### config.mk
export PLATFORM = sky130hd
export DESIGN_NAME = depth_band_column_histogram_flat
export DESIGN_NICKNAME = d
export VERILOG_FILES = /design/src/rtl/core/dbch_pkg.sv /design/src/rtl/core/dbch_pixel_if.sv /design/src/rtl/core/dbch_result_if.sv /design/src/rtl/core/depth_band_column_histogram.sv /design/src/flat_wrapper.sv
export SDC_FILE = /design/constraint.sdc
export NUM_CORES = 2
export LEC_CHECK = 0
export ABC_AREA = 1
export CAP_MARGIN = 15
export CORE_MARGIN = 8
export CORE_UTILIZATION = 35
export CTS_BUF_LIST = sky130_fd_sc_hd__clkbuf_2 sky130_fd_sc_hd__clkbuf_4 sky130_fd_sc_hd__clkbuf_8
export DETAILED_ROUTE_END_ITERATION = 16
export DONT_BUFFER_PORTS = 1
export HOLD_SLACK_MARGIN = 0.1
export REMOVE_ABC_BUFFERS = 1
export SLEW_MARGIN = 5
export SYNTH_ARGS = -nofsm -noshare
export SYNTH_HDL_FRONTEND = slang
export SYNTH_SLANG_ARGS = --single-unit
### constraint.sdc
create_clock -name clk -period 15.3 [get_ports clk]
set_clock_uncertainty 0.05 [all_clocks]
set_input_delay 0.765 -clock clk [delete_from_list [all_inputs] [get_ports clk]]
set_output_delay 0.765 -clock clk [all_outputs]
set_load 0.1 [all_outputs]
### src/rtl/core/dbch_pkg.sv
// ----------------------------------------------------------------------------
// dbch_pkg
// Shared constants and types for the depth band column histogram.
// ----------------------------------------------------------------------------
package dbch_pkg;

    localparam int MAX_WIDTH  = 2048;
    localparam int MAX_HEIGHT = 2048;
    localparam int NUM_BINS   = 6;
    localparam int NUM_BANDS  = 3;

    localparam int DEPTH_W    = 16;
    localparam int DIM_W      = 12;
    localparam int POS_W      = 11;
    localparam int BINC_W     = 9;
    localparam int BIN_W      = 3;
    localparam int BAND_W     = 2;
    localparam int COUNT_W    = 23;
    localparam int CFG_IDX_W  = 3;
    localparam int CFG_DATA_W = 16;
    localparam int ADDR_W     = BIN_W + 1;

    // Reciprocal constants: x/10 and x/6, exact for x up to 2048
    localparam int MUL_W      = 12;
    localparam int PROD_W     = DIM_W + MUL_W;
    localparam int RECIP_SH   = 14;
    localparam logic [MUL_W-1:0] TENTH_MUL = 12'd1639;
    localparam logic [MUL_W-1:0] SIXTH_MUL = 12'd2731;

    localparam logic [COUNT_W-1:0] COUNT_MAX = {COUNT_W{1'b1}};

    // Configuration register indexes
    localparam logic [CFG_IDX_W-1:0] REG_FRAME_WIDTH  = 3'd0;
    localparam logic [CFG_IDX_W-1:0] REG_FRAME_HEIGHT = 3'd1;
    localparam logic [CFG_IDX_W-1:0] REG_NEAR_LIMIT   = 3'd2;
    localparam logic [CFG_IDX_W-1:0] REG_FIRST_SPLIT  = 3'd3;
    localparam logic [CFG_IDX_W-1:0] REG_SECOND_SPLIT = 3'd4;
    localparam logic [CFG_IDX_W-1:0] REG_FAR_LIMIT    = 3'd5;

    // One memory word: the counters of every band for one bin
    typedef logic [NUM_BANDS-1:0][COUNT_W-1:0] count_word_t;

endpackage

### src/rtl/core/dbch_pixel_if.sv
// ----------------------------------------------------------------------------
// dbch_pixel_if
// Depth pixel channel: valid/ready handshake with depth payload.
// ----------------------------------------------------------------------------
interface dbch_pixel_if;
    logic        valid;
    logic        ready;
    logic [15:0] depth_mm;
    logic        depth_valid;

    modport source (output valid, output depth_mm, output depth_valid, input ready);
    modport sink   (input valid, input depth_mm, input depth_valid, output ready);
endinterface

### src/rtl/core/dbch_result_if.sv
// ----------------------------------------------------------------------------
// dbch_result_if
// Histogram result channel: valid/ready handshake with one counter per transfer.
// ----------------------------------------------------------------------------
interface dbch_result_if;
    logic        valid;
    logic        ready;
    logic [1:0]  band;
    logic [2:0]  bin;
    logic [22:0] pixel_count;
    logic        last;

    modport source (output valid, output band, output bin, output pixel_count,
                    output last, input ready);
    modport sink   (input valid, input band, input bin, input pixel_count,
                    input last, output ready);
endinterface

### src/rtl/core/depth_band_column_histogram.sv
// ----------------------------------------------------------------------------
// depth_band_column_histogram
// Counts valid depth pixels per column bin in three cumulative depth bands.
// ----------------------------------------------------------------------------
//  channel  dir  handshake           payload
//  pixel    in   valid/ready         depth_mm[15:0], depth_valid
//  result   out  valid/ready         band[1:0], bin[2:0], pixel_count[22:0], last
//  cfg      in   cfg_wr_en           cfg_index[2:0], cfg_data[15:0]
//
//  One pixel per cycle. Counters live in a two-bank memory (one bank per
//  frame, one word per bin); each pixel is a read-modify-write through the
//  update stage, with forwarding between back-to-back pixels of the same bin.
//  After a frame's last pixel, 18 results stream out at one per cycle, while
//  result.ready holds, from the other read port as the next frame is counted.
//  A frame's last pixel stalls only while the previous frame is being read out.
//  Reset (rst_n, async) clears control state; no clearing pass is needed.
// ----------------------------------------------------------------------------
module depth_band_column_histogram
    import dbch_pkg::*;
(
    input  logic                  clk,
    input  logic                  rst_n,
    input  logic                  cfg_wr_en,
    input  logic [CFG_IDX_W-1:0]  cfg_index,
    input  logic [CFG_DATA_W-1:0] cfg_data,
    dbch_pixel_if.sink            pixel,
    dbch_result_if.source         result
);

    // Configuration
    logic [DIM_W-1:0]   frame_width_reg;
    logic [DIM_W-1:0]   frame_height_reg;
    logic [DEPTH_W-1:0] near_limit_reg;
    logic [DEPTH_W-1:0] first_split_reg;
    logic [DEPTH_W-1:0] second_split_reg;
    logic [DEPTH_W-1:0] far_limit_reg;

    // Frame position
    logic [POS_W-1:0]   row_pos_reg;
    logic [POS_W-1:0]   col_pos_reg;
    logic [BIN_W-1:0]   cur_bin_reg;
    logic [BINC_W-1:0]  col_in_bin_reg;
    logic [POS_W-1:0]   row_margin_reg;
    logic [BINC_W-1:0]  bin_cols_reg;
    logic               frame_bank_reg;

    // Update stage
    logic               s1_valid_reg;
    logic               s1_bank_reg;
    logic [BIN_W-1:0]   s1_bin_reg;
    logic [NUM_BANDS-1:0] s1_inc_reg;
    logic               s1_last_reg;
    count_word_t        rd_word_reg;
    logic               rd_ok_reg;

    // Counter memory and per-entry valid bits
    count_word_t        count_mem [2**ADDR_W];
    logic [NUM_BINS-1:0] entry_ok_reg [2];

    // Readout
    logic               drain_busy_reg;
    logic               drain_bank_reg;
    logic [BAND_W-1:0]  drain_band_reg;
    logic [BIN_W-1:0]   drain_bin_reg;
    logic               out_valid_reg;
    logic [BAND_W-1:0]  out_band_reg;
    logic [BIN_W-1:0]   out_bin_reg;
    logic               out_last_reg;
    count_word_t        ob_word_reg;
    logic               ob_ok_reg;

    // Combinational
    logic [DIM_W-1:0]   eff_width;
    logic [DIM_W-1:0]   eff_height;
    logic [PROD_W-1:0]  tenth_prod;
    logic [PROD_W-1:0]  sixth_prod;
    logic [POS_W-1:0]   margin_new;
    logic [BINC_W-1:0]  bin_cols_new;
    logic               frame_start;
    logic [POS_W-1:0]   margin_eff;
    logic [BINC_W-1:0]  bin_cols_eff;
    logic [BIN_W-1:0]   start_bin;
    logic [BIN_W-1:0]   bin_eff;
    logic [BINC_W-1:0]  col_in_bin_eff;
    logic               row_in;
    logic               depth_in_range;
    logic               class0;
    logic               class1;
    logic               class2;
    logic [NUM_BANDS-1:0] inc_mask;
    logic [BIN_W-1:0]   bin_next;
    logic [BINC_W-1:0]  col_in_bin_next;
    logic [BINC_W:0]    col_in_bin_inc;
    logic [DIM_W-1:0]   col_inc;
    logic [DIM_W-1:0]   row_inc;
    logic               col_wrap;
    logic               row_wrap;
    logic               frame_end;
    logic               accept;
    logic               fwd_hit;
    count_word_t        upd_word;
    logic               drain_issue;
    logic               drain_end;

    // ------------------------------------------------------------------
    // Configuration writes
    // ------------------------------------------------------------------
    always_ff @(posedge clk or negedge rst_n)
    begin
        if (!rst_n)
        begin
            frame_width_reg  <= 12'd672;
            frame_height_reg <= 12'd376;
            near_limit_reg   <= 16'd500;
            first_split_reg  <= 16'd2000;
            second_split_reg <= 16'd3500;
            far_limit_reg    <= 16'd5000;
        end
        else if (cfg_wr_en)
        begin
            unique case (cfg_index)
                REG_FRAME_WIDTH:  frame_width_reg  <= cfg_data[DIM_W-1:0];
                REG_FRAME_HEIGHT: frame_height_reg <= cfg_data[DIM_W-1:0];
                REG_NEAR_LIMIT:   near_limit_reg   <= cfg_data;
                REG_FIRST_SPLIT:  first_split_reg  <= cfg_data;
                REG_SECOND_SPLIT: second_split_reg <= cfg_data;
                REG_FAR_LIMIT:    far_limit_reg    <= cfg_data;
                default: ;
            endcase
        end
    end

    // ------------------------------------------------------------------
    // Geometry
    // ------------------------------------------------------------------
    always_comb
    begin
        if (frame_width_reg == '0)
            eff_width = DIM_W'(1);
        else if (frame_width_reg > DIM_W'(MAX_WIDTH))
            eff_width = DIM_W'(MAX_WIDTH);
        else
            eff_width = frame_width_reg;

        if (frame_height_reg == '0)
            eff_height = DIM_W'(1);
        else if (frame_height_reg > DIM_W'(MAX_HEIGHT))
            eff_height = DIM_W'(MAX_HEIGHT);
        else
            eff_height = frame_height_reg;
    end

    assign tenth_prod   = PROD_W'(eff_height) * PROD_W'(TENTH_MUL);
    assign sixth_prod   = PROD_W'(eff_width) * PROD_W'(SIXTH_MUL);
    assign margin_new   = POS_W'(tenth_prod[PROD_W-1:RECIP_SH]);
    assign bin_cols_new = sixth_prod[RECIP_SH +: BINC_W];

    assign frame_start    = (row_pos_reg == '0) && (col_pos_reg == '0);
    assign margin_eff     = frame_start ? margin_new : row_margin_reg;
    assign bin_cols_eff   = frame_start ? bin_cols_new : bin_cols_reg;
    assign start_bin      = (bin_cols_eff == '0) ? BIN_W'(NUM_BINS - 1) : '0;
    assign bin_eff        = frame_start ? start_bin : cur_bin_reg;
    assign col_in_bin_eff = frame_start ? '0 : col_in_bin_reg;

    assign row_in = (row_pos_reg >= margin_eff) &&
                    (({1'b0, row_pos_reg} + {1'b0, margin_eff}) < eff_height);

    // ------------------------------------------------------------------
    // Depth classification
    // ------------------------------------------------------------------
    assign depth_in_range = !((pixel.depth_mm < near_limit_reg) ||
                              (pixel.depth_mm > far_limit_reg));
    assign class0 = (pixel.depth_mm > near_limit_reg) &&
                    (pixel.depth_mm < first_split_reg);
    assign class1 = (pixel.depth_mm > first_split_reg) &&
                    (pixel.depth_mm < second_split_reg);
    assign class2 = (pixel.depth_mm > second_split_reg) &&
                    (pixel.depth_mm < far_limit_reg);

    always_comb
    begin
        inc_mask = '0;
        if (pixel.depth_valid && row_in && depth_in_range)
        begin
            if (class0)
                inc_mask = 3'b111;
            else if (class1)
                inc_mask = 3'b110;
            else if (class2)
                inc_mask = 3'b100;
        end
    end

    // ------------------------------------------------------------------
    // Position advance
    // ------------------------------------------------------------------
    always_comb
    begin
        bin_next        = bin_eff;
        col_in_bin_next = col_in_bin_eff;
        col_in_bin_inc  = {1'b0, col_in_bin_eff} + 1'b1;
        if ((bin_cols_eff != '0) && (bin_eff < BIN_W'(NUM_BINS - 1)))
        begin
            if (col_in_bin_inc >= {1'b0, bin_cols_eff})
            begin
                bin_next        = bin_eff + 1'b1;
                col_in_bin_next = '0;
            end
            else
            begin
                col_in_bin_next = col_in_bin_inc[BINC_W-1:0];
            end
        end
    end

    assign col_inc   = {1'b0, col_pos_reg} + 1'b1;
    assign row_inc   = {1'b0, row_pos_reg} + 1'b1;
    assign col_wrap  = col_inc >= eff_width;
    assign row_wrap  = row_inc >= eff_height;
    assign frame_end = col_wrap && row_wrap;

    // Hold the last pixel of a frame while the previous frame still drains
    assign pixel.ready = !(frame_end && (drain_busy_reg || (s1_valid_reg && s1_last_reg)));
    assign accept      = pixel.valid && pixel.ready;

    always_ff @(posedge clk or negedge rst_n)
    begin
        if (!rst_n)
        begin
            row_pos_reg    <= '0;
            col_pos_reg    <= '0;
            cur_bin_reg    <= '0;
            col_in_bin_reg <= '0;
            row_margin_reg <= POS_W'(37);
            bin_cols_reg   <= BINC_W'(112);
            frame_bank_reg <= 1'b0;
        end
        else if (accept)
        begin
            if (frame_start)
            begin
                row_margin_reg <= margin_new;
                bin_cols_reg   <= bin_cols_new;
            end
            if (col_wrap)
            begin
                col_pos_reg    <= '0;
                row_pos_reg    <= row_wrap ? '0 : row_inc[POS_W-1:0];
                cur_bin_reg    <= start_bin;
                col_in_bin_reg <= '0;
            end
            else
            begin
                col_pos_reg    <= col_inc[POS_W-1:0];
                cur_bin_reg    <= bin_next;
                col_in_bin_reg <= col_in_bin_next;
            end
            if (frame_end)
                frame_bank_reg <= !frame_bank_reg;
        end
    end

    // ------------------------------------------------------------------
    // Read-modify-write of the counter memory
    // ------------------------------------------------------------------
    assign fwd_hit = s1_valid_reg && (s1_bank_reg == frame_bank_reg) &&
                     (s1_bin_reg == bin_eff);

    always_comb
    begin
        for (int b = 0; b < NUM_BANDS; b++)
        begin
            upd_word[b] = rd_ok_reg ? rd_word_reg[b] : '0;
            if (s1_inc_reg[b] && (upd_word[b] != COUNT_MAX))
                upd_word[b] = upd_word[b] + 1'b1;
        end
    end

    always_ff @(posedge clk or negedge rst_n)
    begin
        if (!rst_n)
        begin
            s1_valid_reg    <= 1'b0;
            s1_bank_reg     <= 1'b0;
            s1_bin_reg      <= '0;
            s1_inc_reg      <= '0;
            s1_last_reg     <= 1'b0;
            rd_ok_reg       <= 1'b0;
            entry_ok_reg[0] <= '0;
            entry_ok_reg[1] <= '0;
        end
        else
        begin
            s1_valid_reg <= accept;
            if (accept)
            begin
                s1_bank_reg <= frame_bank_reg;
                s1_bin_reg  <= bin_eff;
                s1_inc_reg  <= inc_mask;
                s1_last_reg <= frame_end;
                if (frame_start)
                    rd_ok_reg <= 1'b0;
                else if (fwd_hit)
                    rd_ok_reg <= 1'b1;
                else
                    rd_ok_reg <= entry_ok_reg[frame_bank_reg][bin_eff];
            end
            // Drop the bank's old counts at frame start
            if (accept && frame_start)
                entry_ok_reg[frame_bank_reg] <= '0;
            if (s1_valid_reg)
                entry_ok_reg[s1_bank_reg][s1_bin_reg] <= 1'b1;
        end
    end

    always_ff @(posedge clk)
    begin
        if (s1_valid_reg)
            count_mem[{s1_bank_reg, s1_bin_reg}] <= upd_word;
        if (accept)
            rd_word_reg <= fwd_hit ? upd_word : count_mem[{frame_bank_reg, bin_eff}];
        if (drain_issue)
            ob_word_reg <= count_mem[{drain_bank_reg, drain_bin_reg}];
    end

    // ------------------------------------------------------------------
    // Readout, band-major
    // ------------------------------------------------------------------
    assign drain_issue = drain_busy_reg && (!out_valid_reg || result.ready);
    assign drain_end   = (drain_band_reg == BAND_W'(NUM_BANDS - 1)) &&
                         (drain_bin_reg == BIN_W'(NUM_BINS - 1));

    always_ff @(posedge clk or negedge rst_n)
    begin
        if (!rst_n)
        begin
            drain_busy_reg <= 1'b0;
            drain_bank_reg <= 1'b0;
            drain_band_reg <= '0;
            drain_bin_reg  <= '0;
            out_valid_reg  <= 1'b0;
            out_band_reg   <= '0;
            out_bin_reg    <= '0;
            out_last_reg   <= 1'b0;
            ob_ok_reg      <= 1'b0;
        end
        else
        begin
            // Start once the frame's last write has landed
            if (s1_valid_reg && s1_last_reg)
            begin
                drain_busy_reg <= 1'b1;
                drain_bank_reg <= s1_bank_reg;
                drain_band_reg <= '0;
                drain_bin_reg  <= '0;
            end
            else if (drain_issue)
            begin
                if (drain_bin_reg == BIN_W'(NUM_BINS - 1))
                begin
                    drain_bin_reg <= '0;
                    if (drain_band_reg == BAND_W'(NUM_BANDS - 1))
                        drain_busy_reg <= 1'b0;
                    else
                        drain_band_reg <= drain_band_reg + 1'b1;
                end
                else
                begin
                    drain_bin_reg <= drain_bin_reg + 1'b1;
                end
            end

            if (drain_issue)
            begin
                out_valid_reg <= 1'b1;
                out_band_reg  <= drain_band_reg;
                out_bin_reg   <= drain_bin_reg;
                out_last_reg  <= drain_end;
                ob_ok_reg     <= entry_ok_reg[drain_bank_reg][drain_bin_reg];
            end
            else if (result.ready)
            begin
                out_valid_reg <= 1'b0;
            end
        end
    end

    assign result.valid       = out_valid_reg;
    assign result.band        = out_band_reg;
    assign result.bin         = out_bin_reg;
    assign result.last        = out_last_reg;
    assign result.pixel_count = ob_ok_reg ? ob_word_reg[out_band_reg] : '0;

endmodule
### src/flat_wrapper.sv
// flat-port wrapper written by rule: the top's interface ports become plain ports
module depth_band_column_histogram_flat import dbch_pkg::*;
  (clk, rst_n, cfg_wr_en, cfg_index, cfg_data, pixel_valid, pixel_depth_mm, pixel_depth_valid, pixel_ready, result_valid, result_band, result_bin, result_pixel_count, result_last, result_ready);
  dbch_pixel_if pixel_i ();
  dbch_result_if result_i ();
  input  logic clk;
  input  logic rst_n;
  input  logic cfg_wr_en;
  input  logic [CFG_IDX_W-1:0] cfg_index;
  input  logic [CFG_DATA_W-1:0] cfg_data;
  input wire logic [$bits(pixel_i.valid)-1:0] pixel_valid;
  input wire logic [$bits(pixel_i.depth_mm)-1:0] pixel_depth_mm;
  input wire logic [$bits(pixel_i.depth_valid)-1:0] pixel_depth_valid;
  output wire logic [$bits(pixel_i.ready)-1:0] pixel_ready;
  output wire logic [$bits(result_i.valid)-1:0] result_valid;
  output wire logic [$bits(result_i.band)-1:0] result_band;
  output wire logic [$bits(result_i.bin)-1:0] result_bin;
  output wire logic [$bits(result_i.pixel_count)-1:0] result_pixel_count;
  output wire logic [$bits(result_i.last)-1:0] result_last;
  input wire logic [$bits(result_i.ready)-1:0] result_ready;
  assign pixel_i.valid = pixel_valid;
  assign pixel_i.depth_mm = pixel_depth_mm;
  assign pixel_i.depth_valid = pixel_depth_valid;
  assign pixel_ready = pixel_i.ready;
  assign result_valid = result_i.valid;
  assign result_band = result_i.band;
  assign result_bin = result_i.bin;
  assign result_pixel_count = result_i.pixel_count;
  assign result_last = result_i.last;
  assign result_i.ready = result_ready;
  depth_band_column_histogram u_core (.clk(clk), .rst_n(rst_n), .cfg_wr_en(cfg_wr_en), .cfg_index(cfg_index), .cfg_data(cfg_data), .pixel(pixel_i), .result(result_i));
endmodule
### After elaboration in Yosys (flattened, before gate mapping)

Memories as Yosys holds them, arrays and structs flattened. A register that Yosys moved wholly into a read port is not among the register bits.
Index checks and enable logic that the tools add are counted.

| storage, ports and cells | value |
|---|---|
| bits in writable memories | 1104 |
| output and inout port bits | 31 |
| word-level logic and storage cells | 204 |
| flip-flop bits (word level) | 180 |
| memories | 1 |

| cells by class | value |
|---|---|
| multiply operators | 2 |
| order comparisons | 26 |
| bitwise gates (word level) | 6 |
| add/sub/neg operators | 10 |
| equality and inequality tests | 13 |
| muxes and demuxes | 65 |
| reduce and logical (&&, ||, !) cells | 51 |

Memories:

| memory | depth | width | read ports | clocked after memory_dff | write ports | line | RTL |
|---|---|---|---|---|---|---|---|
| u_core.count_mem | 16 | 69 | 2 | 2 | 1 | depth_band_column_histogram.sv:57 | `count_word_t count_mem [2**ADDR_W];` |

Operators with widths:

| cell | number |
|---|---|
| 23-bit two-way mux | 8 |
| 12-bit two-way mux | 6 |
| 23-bit by 1-bit adder with 23-bit output (second input constant) | 3 |
| 23-bit inequality test (second input constant) | 3 |
| 16-bit greater-than comparator | 4 |
| 16-bit < comparator | 4 |
| 6-bit two-way mux | 8 |
| 23-bit binary-select mux with 2-bit select | 1 |
| 9-bit two-way mux | 5 |
| 3-bit two-way mux | 12 |
| 11-bit two-way mux | 3 |
| 11-bit by 1-bit adder with 12-bit output (second input constant) | 2 |
| 12-bit >= comparator | 2 |
| 12-bit greater-than comparator (second input constant) | 2 |
| 12-bit zero test | 2 |
| 1-bit logical AND | 23 |
| 12-bit by 11-bit multiplier with 23-bit output (second input constant) | 1 |
| 12-bit by 12-bit multiplier with 23-bit output (second input constant) | 1 |
| 11-bit zero test | 2 |
| 2-bit AND reduction | 8 |
| 1-bit two-way mux | 13 |
| 11-bit by 11-bit adder with 12-bit output | 1 |
| 12-bit AND | 1 |
| 6-bit demux with 1-bit select | 2 |
| 32 further kinds | 56 |

### Depth between registers and ports, before layout

| depth | value |
|---|---|
| depth in word-level cells | 12 |
| depth in mapped cells | 52 |

### Least setup slack after synthesis

Ideal clock, no wire load.

| timing | value |
|---|---|
| path type | flip-flop to flip-flop |
| from | register u_core.frame_height_reg[10] |
| to | register u_core.s1_inc_reg[2] |
| cell stages (with the launch flop) | 47 |
| period minus slack after synthesis | 7698 ps |
| setup time | 69 ps |
| data arrival time | 7579 ps |
| setup slack | 7602 ps |
| data required time | 15181 ps |
| cell sequence | dfrtp_1 nor4_1 nand3_1 nand2_1 nand2_1 o21ai_0 ha_1 inv_1 fa_1 inv_1 fa_1 fa_1 inv_1 fa_1 inv_1 ha_1 a21oi_1 o31ai_1 [11 not listed] o21ai_0 nand2_1 nand2_1 nand2_1 a21oi_1 xor2_1 ha_1 nand2_1 inv_1 o21ai_0 nand3_1 nor3_1 nand3_1 nor2_1 nand2_1 nor2_1 nand2_1 nand3_1 |

| on the way | value |
|---|---|
| cells in the longest elaborated chain, start to end | 11 |
| elaborated cells between the ends (all ways) | 18 |
| those cells by class | add/sub (1); mul (1); order compare (4); mux (4); reduce/logical (8) |

Ends and longest elaborated chain:

| what | line | RTL |
|---|---|---|
| start, declared | depth_band_column_histogram.sv:32 | `logic [DIM_W-1:0] frame_height_reg;` |
| start signal, assigned | depth_band_column_histogram.sv:123 | `REG_FRAME_HEIGHT: frame_height_reg <= cfg_data[DIM_W-1:0];` |
| 12-bit greater-than comparator | depth_band_column_histogram.sv:147 | `else if (frame_height_reg > DIM_W'(MAX_HEIGHT))` |
| 12-bit two-way mux | depth_band_column_histogram.sv:147 |  |
| 12-bit two-way mux * | depth_band_column_histogram.sv:145 | `if (frame_height_reg == '0)` |
| 12-bit by 11-bit multiplier with 23-bit output * | depth_band_column_histogram.sv:153 | `assign tenth_prod = PROD_W'(eff_height) * PROD_W'(TENTH_MUL);` |
| 11-bit two-way mux * | depth_band_column_histogram.sv:159 | `assign margin_eff = frame_start ? margin_new : row_margin_reg;` |
| via u_core.margin_eff[3] | depth_band_column_histogram.sv:80 | `logic [POS_W-1:0] margin_eff;` |
| 11-bit by 11-bit adder with 12-bit output | depth_band_column_histogram.sv:166 | `(({1'b0, row_pos_reg} + {1'b0, margin_eff}) < eff_height);` |
| 12-bit < comparator | depth_band_column_histogram.sv:166 |  |
| 1-bit logical AND * | depth_band_column_histogram.sv:165 | `assign row_in = (row_pos_reg >= margin_eff) &&` |
| 1-bit logical AND * (2 in series) | depth_band_column_histogram.sv:183 | `if (pixel.depth_valid && row_in && depth_in_range)` |
| 3-bit two-way mux * | depth_band_column_histogram.sv:183 |  |
| end signal, assigned | depth_band_column_histogram.sv:299 | `s1_inc_reg <= inc_mask;` |
| end, declared | depth_band_column_histogram.sv:51 | `logic [NUM_BANDS-1:0] s1_inc_reg;` |

Mark *: on every way through the listed nets, which the timed path passes. The rest lies on a longest branch.
A chain may end at the register's enable or synchronous reset.

### Worst setup path in the final report

| timing | value |
|---|---|
| from | register u_core.frame_width_reg[10] |
| to | register u_core.rd_word_reg[68] (netlist name), read port of u_core.count_mem, data pin |

| on the way | value |
|---|---|
| cells in the longest elaborated chain, start to end | 8 |
| elaborated cells between the ends (all ways) | 14 |
| those cells by class | mul (1); order compare (2); mux (5); reduce/logical (6) |

Ends and longest elaborated chain:

| what | line | RTL |
|---|---|---|
| start, declared | depth_band_column_histogram.sv:31 | `logic [DIM_W-1:0] frame_width_reg;` |
| start signal, assigned | depth_band_column_histogram.sv:122 | `REG_FRAME_WIDTH: frame_width_reg <= cfg_data[DIM_W-1:0];` |
| 12-bit greater-than comparator | depth_band_column_histogram.sv:140 | `else if (frame_width_reg > DIM_W'(MAX_WIDTH))` |
| 12-bit two-way mux | depth_band_column_histogram.sv:140 |  |
| 12-bit two-way mux * | depth_band_column_histogram.sv:138 | `if (frame_width_reg == '0)` |
| 12-bit by 12-bit multiplier with 23-bit output or 12-bit >= comparator (tied branches) | depth_band_column_histogram.sv:154, depth_band_column_histogram.sv:218 |  |
| 9-bit two-way mux or 1-bit logical AND (tied branches) | depth_band_column_histogram.sv:160, depth_band_column_histogram.sv:220 |  |
| 9-bit zero test or 1-bit logical AND (tied branches) | depth_band_column_histogram.sv:161, depth_band_column_histogram.sv:223 |  |
| 3-bit two-way mux or 1-bit zero test (tied branches) | depth_band_column_histogram.sv:161, depth_band_column_histogram.sv:223 |  |
| 3-bit two-way mux or 1-bit logical AND (tied branches) | depth_band_column_histogram.sv:162, depth_band_column_histogram.sv:224 |  |
| end, declared | depth_band_column_histogram.sv:53 | `count_word_t rd_word_reg;` |

Every way passes the cells marked *; elsewhere a longest branch is shown, timed or not.

==> impl_metrics.json <==
{
  "die_w_microns": 490.0,
  "ys_ff_latch": 1422,
  "crit_type": "reg -> reg",
  "synthesis.area_sq_um": 78650,
  "cts_sinks": 1422,
  "synth_top_flop_cell": "edfxtp_1",
  "num_rows": 174,
  "async_flop_share": 0.1266,
  "worstSetupStartpointType": "flip-flop",
  "grt_pass1_vias": 63620,
  "critPathArrivalTime_ps": 10530,
  "rsz0062_at_grt": "no",
  "syn_inst": 8499,
  "drive_gt1_frac": 0.08067,
  "slew_viol_final": 0,
  "seq_area_sq_um": 41880,
  "leakage_nw": 35.49,
  "maxSlewHeadroom": 0.07285,
  "routabilityCongestion": 0.8758,
  "cpMaxStageDelayCell": "buf_4",
  "overflow": 0,
  "min_to": "u_core.near_limit_reg[2]",
  "portBuffers": 0,
  "clk_path_buf_depth": 3,
  "route.detailed.drc": 0,
  "ys_seq_area_frac": 0.5321,
  "wirelength_mm": 281.8,
  "cts_max_level": 4,
  "die_area_sq_um": 240100,
  "core_area_sq_um": 224000,
  "rr_endpoint": "u_core.rd_word_reg[68]",
  "cts_resized": 0,
  "fillCellCount": 21920,
  "dp_hpwl_mm": 154.1,
  "cts_buffers": 230,
  "final_core_util": 0.3887,
  "peakVddDrop_mv": 0.2327,
  "avgSynthCellArea_sq_um": 9.254,
  "drtIter0Drc": 8674,
  "nNetsFinal": 8816,
  "hold_violations": 0,
  "grt_pass1_wl_mm": 412.8,
  "worstReg2RegStart": "u_core.frame_width_reg[10]",
  "fin_crit_ps": 9831,
  "synth_area_leaders": "edfxtp_1 47%, nand2_1 7.1%, inv_1 5.2%",
  "synth_commonest_cells": "1,495 x nand2_1, 1,242 x edfxtp_1, 1,094 x inv_1",
  "synth.top_cell.area_share": 0.4742,
  "vias": 66180,
  "yosysMostFrequentCell": "nand2_1",
  "syn_to_final_growth_pct": 10.72,
  "viasPerCell": 5.705,
  "fin_total_pwr_mw": 19.71,
  "multi_input_area_sq_um": 30900,
  "synth_edf_count": 1242,
  "outcome": "completed",
  "setup_viol": 0,
  "clk_pin_slew_ps": 80,
  "hold_path_startpoint": "cfg_index[1]",
  "largest_reg_flops": 1104,
  "cts_setup_buffers": 0,
  "clk_latency_ps": 1030,
  "pin_count": 72,
  "cp_max_fo": 194,
  "yosysTopAreaCell": "edfxtp_1",
  "slowest_delay_ps": 840,
  "hold_depth": 2,
  "start_util": 0.3511,
  "r2r_cells": 37,
  "drv_cap": 0,
  "wire_per_inst_microns": 24.30,
  "ys.warnings.count": 0,
  "post-route-period-util": 0.6425,
  "grt_util_all_layers": 0.2222,
  "fp.dieH_microns": 490.0,
  "hold_path_class": "in -> reg",
  "grt_max_degree": 195,
  "antenna_found_initial": 7,
  "fmax_mhz": 101.7,
  "ant_nets": 0,
  "tritoncts": "yes",
  "synth_cell_type_count": 56,
  "cp-end-kind": "flip-flop",
  "cts_root_buffer": "clkbuf_8",
  "ctsHoldBuffers": 20,
  "tightest_slew_ps": 1391,
  "drtPass1Iterations": 6,
  "worstPathRequired_ps": 16000,
  "regToRegSetupSlack_ps": 5470,
  "power_density_nw_per_um2": 226.3
}
==> layout by cell type, fill, tap and decap left out, types with 60 or more instances in the layout <==
cell type	netlist	routed
o21bai_1	75	75
clkbuf_8	0	238
fa_1	79	79
a22oi_1	208	208
a21oi_1	598	575
clkbuf_4	0	87
nand3_1	693	692
o21ai_1	97	97
o211ai_1	189	189
ha_1	289	289
nand3b_1	141	141
o21ai_0	689	689
edfxtp_1	1242	1242
xor2_1	71	65
o22ai_1	60	60
buf_4	15	170
nor2_1	512	494
nand2_1	1495	1490
inv_1	1094	1083
clkinv_1	3	63
dfrtp_1	142	133
==> routing by layer <==
metal  part of all wire  vias up  GRT usage  wire (microns)
met5                  0        -          0               0
li1                   -    29120          -               -
met2               0.45     4237     0.3520          125500
met4              0.051        0    0.09976           14330
met1               0.39    31930     0.2963          110700
met3               0.11      891    0.04222           31300
==> report_power, final <==
group / internal, mW / switching, mW / leakage (nW)
sequential: 5.55 / 0.511 / 13.6
combinational: 2.82 / 7.44 / 19.4
clock: 1.74 / 1.65 / 2.45
total: 10.1 / 9.60 / 35.5
==> critical path, delay by kind of cell (launching register included) <==
kind	cells	cell delay, ps
adder cells (fa/ha/maj)	6	2560
buffers and inverters	7	2610
flip-flops	1	390
AND/OR/NAND/NOR	19	2840
AO/OA/AOI/OAI	5	840
==> cell families (layout without fill, tap and decap cells) <==
group,after synthesis,in the layout,synth area share
other,1,6,0.00004768
xor gates and xnor gates,106,106,0.01180
DFF,1422,1422,0.5321
buffers and inverters,1634,1737,0.08023
adders and majority gates,368,368,0.06608
and+or+nand+nor,2957,2957,0.1622
AOI/OAI and AO/OA,2010,2010,0.1475
muxes,1,1,0.0001273
==> worst max path at each step <==
stage | from | end | slack (ps) | cells after the start
6_report | u_core.frame_width_reg[10] | u_core.rd_word_reg[68] | 5470 | 37
5_1_grt | u_core.frame_width_reg[0] | u_core.rd_word_reg[66] | 4980 | 41
4_1_cts | u_core.frame_width_reg[3] | u_core.rd_word_reg[68] | 5790 | 37
3_5_place_dp | u_core.frame_width_reg[3] | u_core.rd_word_reg[68] | 5800 | 41
3_3_place_gp | u_core.frame_width_reg[0] | u_core.rd_word_reg[68] | 5930 | 40
2_1_floorplan | u_core.col_pos_reg[0] | u_core.rd_word_reg[0] | -8540 | 13
==> final cells by class <==
class | instances | area share
flip-flops and latches | 1422 | 0.4809
multi-input cells | 5444 | 0.3548
inverters | 1109 | 0.04844
clock buffers | 324 | 0.04503
well taps | 2992 | 0.04299
repair buffers | 200 | 0.01938
clock inverters | 104 | 0.008305
diodes | 4 | 0.0001149
==> per-stage QoR <==
step | hold WS, ps | std cells | setup slack [ps] | cell area, sq um | TNS (ps)
detailed placement | 415.7 | 11120 | 5795 | 81930 | 0
finish | 232.2 | 11600 | 5469 | 87080 | 0
floorplan | 394.7 | 7975 | -8543 | 76510 | -686150
global placement | 409.7 | 11120 | 5935 | 81920 | 0
CTS | 152.9 | 11570 | 5792 | 86800 | 0
global route | 186.8 | 11600 | 4985 | 87070 | 0
Note: power is estimated with default switching activity, not from simulation.
